===== config.mk =====
export PLATFORM = sky130hd
export DESIGN_NAME = ir_pulse_width_byte_receiver
export DESIGN_NICKNAME = d
export VERILOG_FILES = /design/src/irpw_pkg.sv /design/src/ir_pulse_width_byte_receiver.sv /design/src/irpw_decode.sv /design/src/irpw_out_reg.sv
export SDC_FILE = /design/constraint.sdc
export NUM_CORES = 1
export LEC_CHECK = 0
export ABC_CLOCK_PERIOD_IN_PS = 5100
export BUFFER_PORTS_ARGS = -buffer_cell sky130_fd_sc_hd__buf_2
export CORE_ASPECT_RATIO = 0.7
export CORE_MARGIN = 2
export CORE_UTILIZATION = 50
export CTS_BUF_LIST = sky130_fd_sc_hd__clkbuf_4
export CTS_CLUSTER_SIZE = 8
export DETAILED_ROUTE_END_ITERATION = 10
export PLACE_DENSITY_LB_ADDON = 0.05
export SLEW_MARGIN = 20
export SYNTH_ARGS = -nofsm -noshare
export SYNTH_HDL_FRONTEND = slang
export SYNTH_HIERARCHICAL = 1
export SYNTH_SLANG_ARGS = --single-unit

===== constraint.sdc =====
create_clock -name clk -period 5.1 [get_ports clk]
set_input_delay 1.02 -clock clk [delete_from_list [all_inputs] [get_ports clk]]
set_output_delay 1.02 -clock clk [all_outputs]
set_load 0.03 [all_outputs]

===== src/irpw_pkg.sv =====
// ----------------------------------------------------------------------------
// irpw_pkg
// Shared types and constants of the pulse-width IR byte receiver.
// ----------------------------------------------------------------------------
package irpw_pkg;

  localparam int unsigned StampW = 16;
  localparam int unsigned ByteW  = 8;
  localparam int unsigned CfgIdxW = 3;

  localparam logic [StampW-1:0] OneMinRst    = 16'd34;
  localparam logic [StampW-1:0] StartMinRst  = 16'd56;
  localparam logic [StampW-1:0] StartMaxRst  = 16'd80;
  localparam logic [StampW-1:0] StopLimitRst = 16'd110;

  typedef enum logic [CfgIdxW-1:0] {
    CFG_ONE_MIN    = 3'd0,
    CFG_START_MIN  = 3'd1,
    CFG_START_MAX  = 3'd2,
    CFG_STOP_LIMIT = 3'd3
  } cfg_idx_t;

  typedef struct packed {
    logic [StampW-1:0] one_min;
    logic [StampW-1:0] start_min;
    logic [StampW-1:0] start_max;
    logic [StampW-1:0] stop_limit;
  } thresh_t;

  typedef struct packed {
    logic             emit;
    logic [ByteW-1:0] data;
  } result_t;

endpackage


===== src/ir_pulse_width_byte_receiver.sv =====
// ----------------------------------------------------------------------------
// ir_pulse_width_byte_receiver
// Decodes sensor edge events into bytes framed by start and stop pulses.
// ----------------------------------------------------------------------------
// One edge item is taken every cycle. An item is registered on entry, then
// the width subtraction and threshold compares run combinationally and update
// the frame state; a stop pulse loads the byte into the result register.
// Input stalls only when a stop pulse finds the result register still full
// and not being taken. Thresholds are written through cfg_we / cfg_index /
// cfg_wdata; the user must do so only while idle, the block does not enforce it.
module ir_pulse_width_byte_receiver (
  input  logic                            clk,
  input  logic                            rst_n,
  input  logic                            in_valid,
  output logic                            in_ready,
  input  logic                            in_edge_rising,
  input  logic [irpw_pkg::StampW-1:0]     in_tick_stamp,
  output logic                            out_valid,
  input  logic                            out_ready,
  output logic [irpw_pkg::ByteW-1:0]      out_data_byte,
  input  logic                            cfg_we,
  input  logic [irpw_pkg::CfgIdxW-1:0]    cfg_index,
  input  logic [irpw_pkg::StampW-1:0]     cfg_wdata
);
  import irpw_pkg::*;

  thresh_t           thresh_r;
  logic              s1_valid_r, s1_valid_nxt;
  logic              s1_rise_r;
  logic [StampW-1:0] s1_stamp_r;
  logic              s1_fire;
  logic              out_free;
  logic              in_fire;
  result_t           result;

  // threshold registers
  always_ff @(posedge clk) begin
    if (!rst_n) begin
      thresh_r.one_min    <= OneMinRst;
      thresh_r.start_min  <= StartMinRst;
      thresh_r.start_max  <= StartMaxRst;
      thresh_r.stop_limit <= StopLimitRst;
    end else if (cfg_we) begin
      case (cfg_index)
        CFG_ONE_MIN:    thresh_r.one_min    <= cfg_wdata;
        CFG_START_MIN:  thresh_r.start_min  <= cfg_wdata;
        CFG_START_MAX:  thresh_r.start_max  <= cfg_wdata;
        CFG_STOP_LIMIT: thresh_r.stop_limit <= cfg_wdata;
        default: ;
      endcase
    end
  end

  // input register
  assign s1_fire      = s1_valid_r && (!result.emit || out_free);
  assign in_ready     = !s1_valid_r || s1_fire;
  assign in_fire      = in_valid && in_ready;
  assign s1_valid_nxt = in_fire ? 1'b1 : (s1_fire ? 1'b0 : s1_valid_r);

  always_ff @(posedge clk) begin
    if (!rst_n) begin
      s1_valid_r <= 1'b0;
    end else begin
      s1_valid_r <= s1_valid_nxt;
    end
  end

  always_ff @(posedge clk) begin
    if (in_fire) begin
      s1_rise_r  <= in_edge_rising;
      s1_stamp_r <= in_tick_stamp;
    end
  end

  irpw_decode u_decode (
    .clk         (clk),
    .rst_n       (rst_n),
    .item_fire   (s1_fire),
    .item_rising (s1_rise_r),
    .item_stamp  (s1_stamp_r),
    .thresh      (thresh_r),
    .result      (result)
  );

  irpw_out_reg u_out_reg (
    .clk           (clk),
    .rst_n         (rst_n),
    .load          (s1_fire && result.emit),
    .load_data     (result.data),
    .out_ready     (out_ready),
    .out_valid     (out_valid),
    .out_data_byte (out_data_byte),
    .free          (out_free)
  );

  // a held item stays in the input register
  a_s1_hold: assert property (@(posedge clk) disable iff (!rst_n)
    s1_valid_r && !s1_fire |=> s1_valid_r && $stable(s1_stamp_r))
    else $error("input item dropped while stalled");

  // rising edges never produce a byte
  a_rise_no_emit: assert property (@(posedge clk) disable iff (!rst_n)
    s1_valid_r && s1_rise_r |-> !result.emit)
    else $error("rising edge produced a byte");

  // an emitted byte lands in the result register
  a_emit_lands: assert property (@(posedge clk) disable iff (!rst_n)
    s1_fire && result.emit |=> out_valid && (out_data_byte == $past(result.data)))
    else $error("emitted byte lost");

  // a stall can only come from a full result register
  a_stall_cause: assert property (@(posedge clk) disable iff (!rst_n)
    !in_ready |-> s1_valid_r && result.emit && out_valid && !out_ready)
    else $error("unexpected input stall");

endmodule


===== src/irpw_decode.sv =====
// ----------------------------------------------------------------------------
// irpw_decode
// Pulse width measurement, classification and frame / shift state.
// ----------------------------------------------------------------------------
module irpw_decode (
  input  logic                           clk,
  input  logic                           rst_n,
  input  logic                           item_fire,
  input  logic                           item_rising,
  input  logic [irpw_pkg::StampW-1:0]    item_stamp,
  input  irpw_pkg::thresh_t              thresh,
  output irpw_pkg::result_t              result
);
  import irpw_pkg::*;

  logic [StampW-1:0] rise_stamp_r, rise_stamp_nxt;
  logic              in_frame_r, in_frame_nxt;
  logic [ByteW-1:0]  shift_byte_r, shift_byte_nxt;

  logic [StampW-1:0] width;
  logic              is_start;
  logic              frame_eff;
  logic [ByteW-1:0]  byte_eff;

  assign width     = item_stamp - rise_stamp_r;
  assign is_start  = (width >= thresh.start_min) && (width <= thresh.start_max);
  assign frame_eff = in_frame_r || is_start;
  assign byte_eff  = is_start ? '0 : shift_byte_r;

  always_comb begin
    rise_stamp_nxt = rise_stamp_r;
    in_frame_nxt   = in_frame_r;
    shift_byte_nxt = shift_byte_r;
    result.emit    = 1'b0;
    result.data    = byte_eff;
    if (item_rising) begin
      rise_stamp_nxt = item_stamp;
    end else begin
      in_frame_nxt   = frame_eff;
      shift_byte_nxt = byte_eff;
      if (frame_eff) begin
        if ((width >= thresh.one_min) && (width < thresh.start_min)) begin
          shift_byte_nxt = {byte_eff[ByteW-2:0], 1'b1};
        end else if (width < thresh.one_min) begin
          shift_byte_nxt = {byte_eff[ByteW-2:0], 1'b0};
        end else if ((width > thresh.start_max) && (width < thresh.stop_limit)) begin
          in_frame_nxt = 1'b0;
          result.emit  = 1'b1;
        end
      end
    end
  end

  always_ff @(posedge clk) begin
    if (!rst_n) begin
      rise_stamp_r <= '0;
      in_frame_r   <= 1'b0;
      shift_byte_r <= '0;
    end else if (item_fire) begin
      rise_stamp_r <= rise_stamp_nxt;
      in_frame_r   <= in_frame_nxt;
      shift_byte_r <= shift_byte_nxt;
    end
  end

endmodule


===== src/irpw_out_reg.sv =====
// ----------------------------------------------------------------------------
// irpw_out_reg
// Result register holding one byte until the downstream side takes it.
// ----------------------------------------------------------------------------
module irpw_out_reg (
  input  logic                        clk,
  input  logic                        rst_n,
  input  logic                        load,
  input  logic [irpw_pkg::ByteW-1:0]  load_data,
  input  logic                        out_ready,
  output logic                        out_valid,
  output logic [irpw_pkg::ByteW-1:0]  out_data_byte,
  output logic                        free
);
  import irpw_pkg::*;

  logic             valid_r, valid_nxt;
  logic [ByteW-1:0] data_r;

  assign free      = !valid_r || out_ready;
  assign valid_nxt = load ? 1'b1 : (out_ready ? 1'b0 : valid_r);

  always_ff @(posedge clk) begin
    if (!rst_n) begin
      valid_r <= 1'b0;
    end else begin
      valid_r <= valid_nxt;
    end
  end

  always_ff @(posedge clk) begin
    if (load) begin
      data_r <= load_data;
    end
  end

  assign out_valid     = valid_r;
  assign out_data_byte = data_r;

endmodule

# Word-level counts from Yosys, hierarchy flattened
# Cells that the tools add are included.
dict set report totals {
  reg_bits 116
  in_bits 41
  out_inout_bits 10
  elab_cells 63
}
dict set report op_classes {
  addsub 1
  n_lt_le_gt_ge 7
  eq_ne 3
  muxes 17
  bitwise_logic 1
  reduce_logical 22
}
# op count
set op_table {}
lappend op_table {{$lt 16x16->1} 3}
lappend op_table {{$ge 16x16->1} 2}
lappend op_table {{$mux 8} 4}
lappend op_table {{$gt 16x16->1} 1}
lappend op_table {{$le 16x16->1} 1}
lappend op_table {{$sub 16x16->16} 1}
lappend op_table {{$mux 1} 13}
lappend op_table {{$reduce_and 2->1} 6}
lappend op_table {{$eq 3x2->1 const B} 2}
lappend op_table {{$logic_and 1x1->1} 6}
lappend op_table {{$logic_or 1x1->1} 4}
lappend op_table {{$reduce_bool 2->1} 2}
lappend op_table {{$eq 3x1->1 const B} 1}
lappend op_table {{$logic_not 1->1} 3}
lappend op_table {{$logic_not 3->1} 1}
lappend op_table {{$not 1->1} 1}

# Depth between registers and ports, before layout
dict set report depth {
  depth_word 14
  ltp_mapped 24
  depth_no_buf 22
}

# Cells and area by module
# The synthesis kept the hierarchy.
# module n_inst cells_each area_each_um2 seq_area_each_um2
set modules_own_cells {}
lappend modules_own_cells {irpw_decode 1 446 3372.0 500.5}
lappend modules_own_cells {ir_pulse_width_byte_receiver 1 263 3012.9 1811.7}
lappend modules_own_cells {irpw_out_reg 1 12 289.0 260.2}

# Least setup slack after synthesis
# OpenSTA, ideal clock, no wires.
dict set report synth_path {
  path_kind {register to output}
  start {register s1_stamp_r[0]}
  end {output in_ready}
  arrival_time_ns 4.093
  required_time_ns 4.080
  setup_slack_ns -0.013
  path_stages_with_launch 20
  path_buffers 0
  path_cell_list {edfxtp_1 > inv_1 > ha_1 > fa_1 > nor2b_1 > o21a_1 > o21ai_1 > a211oi_1 > a311oi_2 > nand4b_1 > o211ai_1 > ha_1 > nand3_1 > or4_1 > a21oi_2 > a211oi_2 > nor3_2 > nand3_1 > nor3b_1 > nand3b_1}
}
# item line
set synth_lines {}
lappend synth_lines {{from (decl)} ir_pulse_width_byte_receiver.sv:30} ;# logic [StampW-1:0] s1_stamp_r;
lappend synth_lines {{from (signal assigned)} ir_pulse_width_byte_receiver.sv:71} ;# s1_stamp_r <= in_tick_stamp;
lappend synth_lines {{to (decl)} ir_pulse_width_byte_receiver.sv:15} ;# output logic in_ready,

==> flow_metrics.py <==
metrics = {
    "setup_path": {
        "end_kind": "primary output",
        "ff2ff_setup_slack_ns": 0.18,
        "r2r_end": "u_decode/shift_byte_r[0]$_SDFFE_PN0P_",
        "r2r-start": "s1_stamp_r[0]$_DFFE_PP_",
        "cp.arrival_ns": 4.73,
        "required_ns": 4.08,
        "crit_fanout": 5,
        "cp-start-kind": "flop",
        "reg2reg_depth": 24,
        "setup.worst_path.class": "reg2out",
    },
    "synth": {
        "ys_types": 66,
        "yosysWarnings": 6,
        "ys_seq_elements": 116,
        "synth_common_cells": "118 x nand2_1, 91 x dfxtp_1, 88 x inv_1",
        "syn_nets": 841,
        "yosysSeqAreaShare_pct": 38.55,
        "synth-edff-count": 25,
        "avgSynthCellArea_sq_um": 9.256,
        "synth_area_leaders": "dfxtp_1 27%, ha_1 15%, edfxtp_1 11%",
        "yosysTopAreaCell": "dfxtp_1",
        "syn_area_sq_um": 6674,
        "synth_most_common_cell": "nand2_1",
        "syn_inst": 721,
        "async_flop_share_pct": 0,
        "synthFlopType": "dfxtp_1",
        "synth_top_cell_area_share_pct": 27.30,
    },
    "timing": {
        "worstMarginPinSlew_ns": 1.068,
        "fmax_mhz": 173.9,
        "skew_ns": 0.02487,
        "hold_violations": 0,
        "relSlewSlack_pct": 28.83,
        "slew_violations": 0,
        "finalSetupViolations": 1,
        "rsz0062_at_grt": "true",
        "min_period_ns": 5.749,
        "finalCritPeriodShare_pct": 112.7,
        "worst_slack_ns": -0.6493,
        "tns_ns": -0.6493,
    },
    "drt": {
        "drtIter0Drc": 187,
        "drt-pass1-iter-count": 5,
        "routed-wl-met2_um": 6892,
        "wl_met3_um": 546,
        "routed.top_layer": "met4",
        "drc": 0,
        "wire_per_inst_um": 15.61,
        "vias_per_cell": 5.290,
        "drt-met1-wl_um": 7944,
        "via_count": 5264,
        "wl_um": 15540,
        "postRouteAntennaNets": 0,
    },
    "layout": {
        "fin_cells": 995,
        "fillers": 1172,
        "n_antenna_cell": 0,
        "fin_nets": 936,
        "drive_above_1_share_pct": 19.30,
        "syn2layout_area_growth_pct": 16.65,
    },
    "floorplan": {
        "dieArea_sq_um": 14300,
        "fp.dieW_um": 142.1,
        "core_sq_um": 13090,
        "rows": 35,
        "pin_count": 51,
        "initial_core_util_pct": 50.97,
        "die_y_um": 100.7,
    },
    "clocking": {
        "cts.sinks": 116,
        "cts_buffers": 17,
        "cts_tree": "done",
        "holdBufCountCts": 0,
        "clock_latency_ns": 0.52,
        "cts_max_path_buffers": 2,
        "cts-root-buf": "clkbuf_4",
        "h-tree-depth": 4,
        "path_clk_slew_ns": 0.11,
    },
    "run_status": {
        "violations": "negative setup slack",
        "status": "finished, violations left",
    },
    "grt": {
        "grt_antenna_before_repair": 0,
        "grt_overflow_total": 0,
        "track_usage_pct": 23.11,
        "grt_first_pass_wirelength_um": 25800,
        "grt_max_degree": 70,
        "grt_pass1_vias": 5268,
    },
    "placement": {
        "dp_cells": 953,
        "numPortBuffers": 50,
        "place.gp.congestion": 0.8557,
        "hpwlAfterDp_um": 11510,
    },
    "pwr": {
        "p_leak_nw": 3.423,
        "vdd_drop_max_v": 0.0001305,
        "p_per_area_nw_per_um2": 296.3,
    },
    "run": {
        "drv_cap": 0,
    },
    "min_path": {
        "hold_path.class": "reg2reg",
        "min_path_cells": 2,
        "hold_path_end": "u_decode/shift_byte_r[7]$_SDFFE_PN0P_",
        "hp-start": "u_decode/shift_byte_r[7]$_SDFFE_PN0P_",
    },
}
## worst max path at each step
stage	from	endpoint	cells past startpoint
global route	s1_stamp_r[0]$_DFFE_PP_	in_ready	21
CTS	s1_stamp_r[0]$_DFFE_PP_	in_ready	20
finish	s1_stamp_r[0]$_DFFE_PP_	in_ready	21
global placement	s1_stamp_r[0]$_DFFE_PP_	in_ready	20
detailed placement	s1_stamp_r[0]$_DFFE_PP_	in_ready	20
floorplan	s1_stamp_r[0]$_DFFE_PP_	in_ready	19
## stage by stage
step                utilization, %  setup slack (ns)  instance area [sq um]  hold slack [ns]  power [mW]
floorplan                        -           0.09253                   6679           0.4307       1.419
global placement             56.09           -0.2219                   7345           0.4436       1.629
detailed placement           56.22           -0.3705                   7361           0.4472       1.645
CTS                          59.41           -0.6595                   7779           0.4670       2.315
global route                 59.46           -0.9057                   7785           0.4835       2.456
finish                       59.46           -0.6493                   7785           0.4610       2.307
## logic make-up (layout without fill, tap and decap cells)
group	Yosys count	count (layout)	synth area share [%]
buffers and inverters	113	219	6.749
adder cells (fa/ha/maj)	79	79	14.92
flip-flops	116	116	38.55
AO/OA/AOI/OAI	114	114	12.04
multiplexers	64	64	9.599
AND/OR/NAND/NOR	224	226	16.70
XOR/XNOR	11	11	1.444
## routing by layer
metal | global-route usage, % | vias up
met5 | 0 | -
met2 | 36.71 | 91
met1 | 32.33 | 2464
li1 | - | 2692
met3 | 4.418 | 17
met4 | 6.385 | 0
## where the power goes
group	total (mW)	internal [mW]	switching (mW)
clock	0.650	0.300	0.350
sequential	0.982	0.965	0.0168
combinational	0.675	0.306	0.369
total	2.31	1.57	0.736
## state kept, by name (all words and copies together), names as in the netlist
name and flops:
u_out_reg/out_data_byte 8, u_decode/in_frame_r 1, s1_valid_r 1, thresh_r 64
s1_rise_r 1, u_out_reg/out_valid 1, s1_stamp_r 16, u_decode/shift_byte_r 8
u_decode/rise_stamp_r 16
## repair_timing
action	CTS	global route
gates cloned	2	0
buffers inserted	12	2
setup endpoints to repair	22	44
resized for setup	14	7
pin swaps	9	6
## critical path, cell delays in order, from the launching register on
cell	delay, ns
edfxtp_1	0.40
inv_1	0.08
ha_2	0.18
fa_2	0.22
nor2b_2	0.05
o21a_1	0.19
o21ai_2	0.17
a211oi_2	0.11
a311oi_2	0.46
nor4_2	0.06
a211o_1	0.30
buf_6	0.15
ha_1	0.26
nand4_1	0.13
buf_4	0.19
a2111oi_4	0.25
nor4_4	0.07
nor3_2	0.21
nand3_1	0.12
nor3b_2	0.27
nand3b_1	0.16
buf_6	0.17
## layout make-up
class                   instances  area [sq um]  share of cell area [%]
inverters                      88         330.3                   4.243
repair buffers                 99         650.6                   8.357
flip-flops and latches        116          2572                   33.04
multi-input cells             494          3757                   48.26
well taps                     166         207.7                   2.668
clock inverters                12         116.4                   1.495
clock buffers                  20         150.1                   1.929
## placed cells by master, fill, tap and decap left out, drive strengths merged, types with 7 or more instances in the layout
master / synthesis / layout
mux2i: 64 / 64
a21oi: 33 / 33
buf: 7 / 99
dfxtp: 91 / 91
clkinv: 0 / 8
and2: 12 / 14
clkbuf: 18 / 20
nor3: 7 / 7
nand3: 11 / 11
nor2b: 25 / 25
edfxtp: 25 / 25
nand2: 118 / 118
nor2: 15 / 15
inv: 88 / 88
nand4: 14 / 14
a21o: 7 / 7
o21ai: 13 / 13
a21boi: 19 / 19
ha: 78 / 78
xnor2: 8 / 8
o22ai: 8 / 8
No activity file was read; power rests on OpenSTA's default activity.
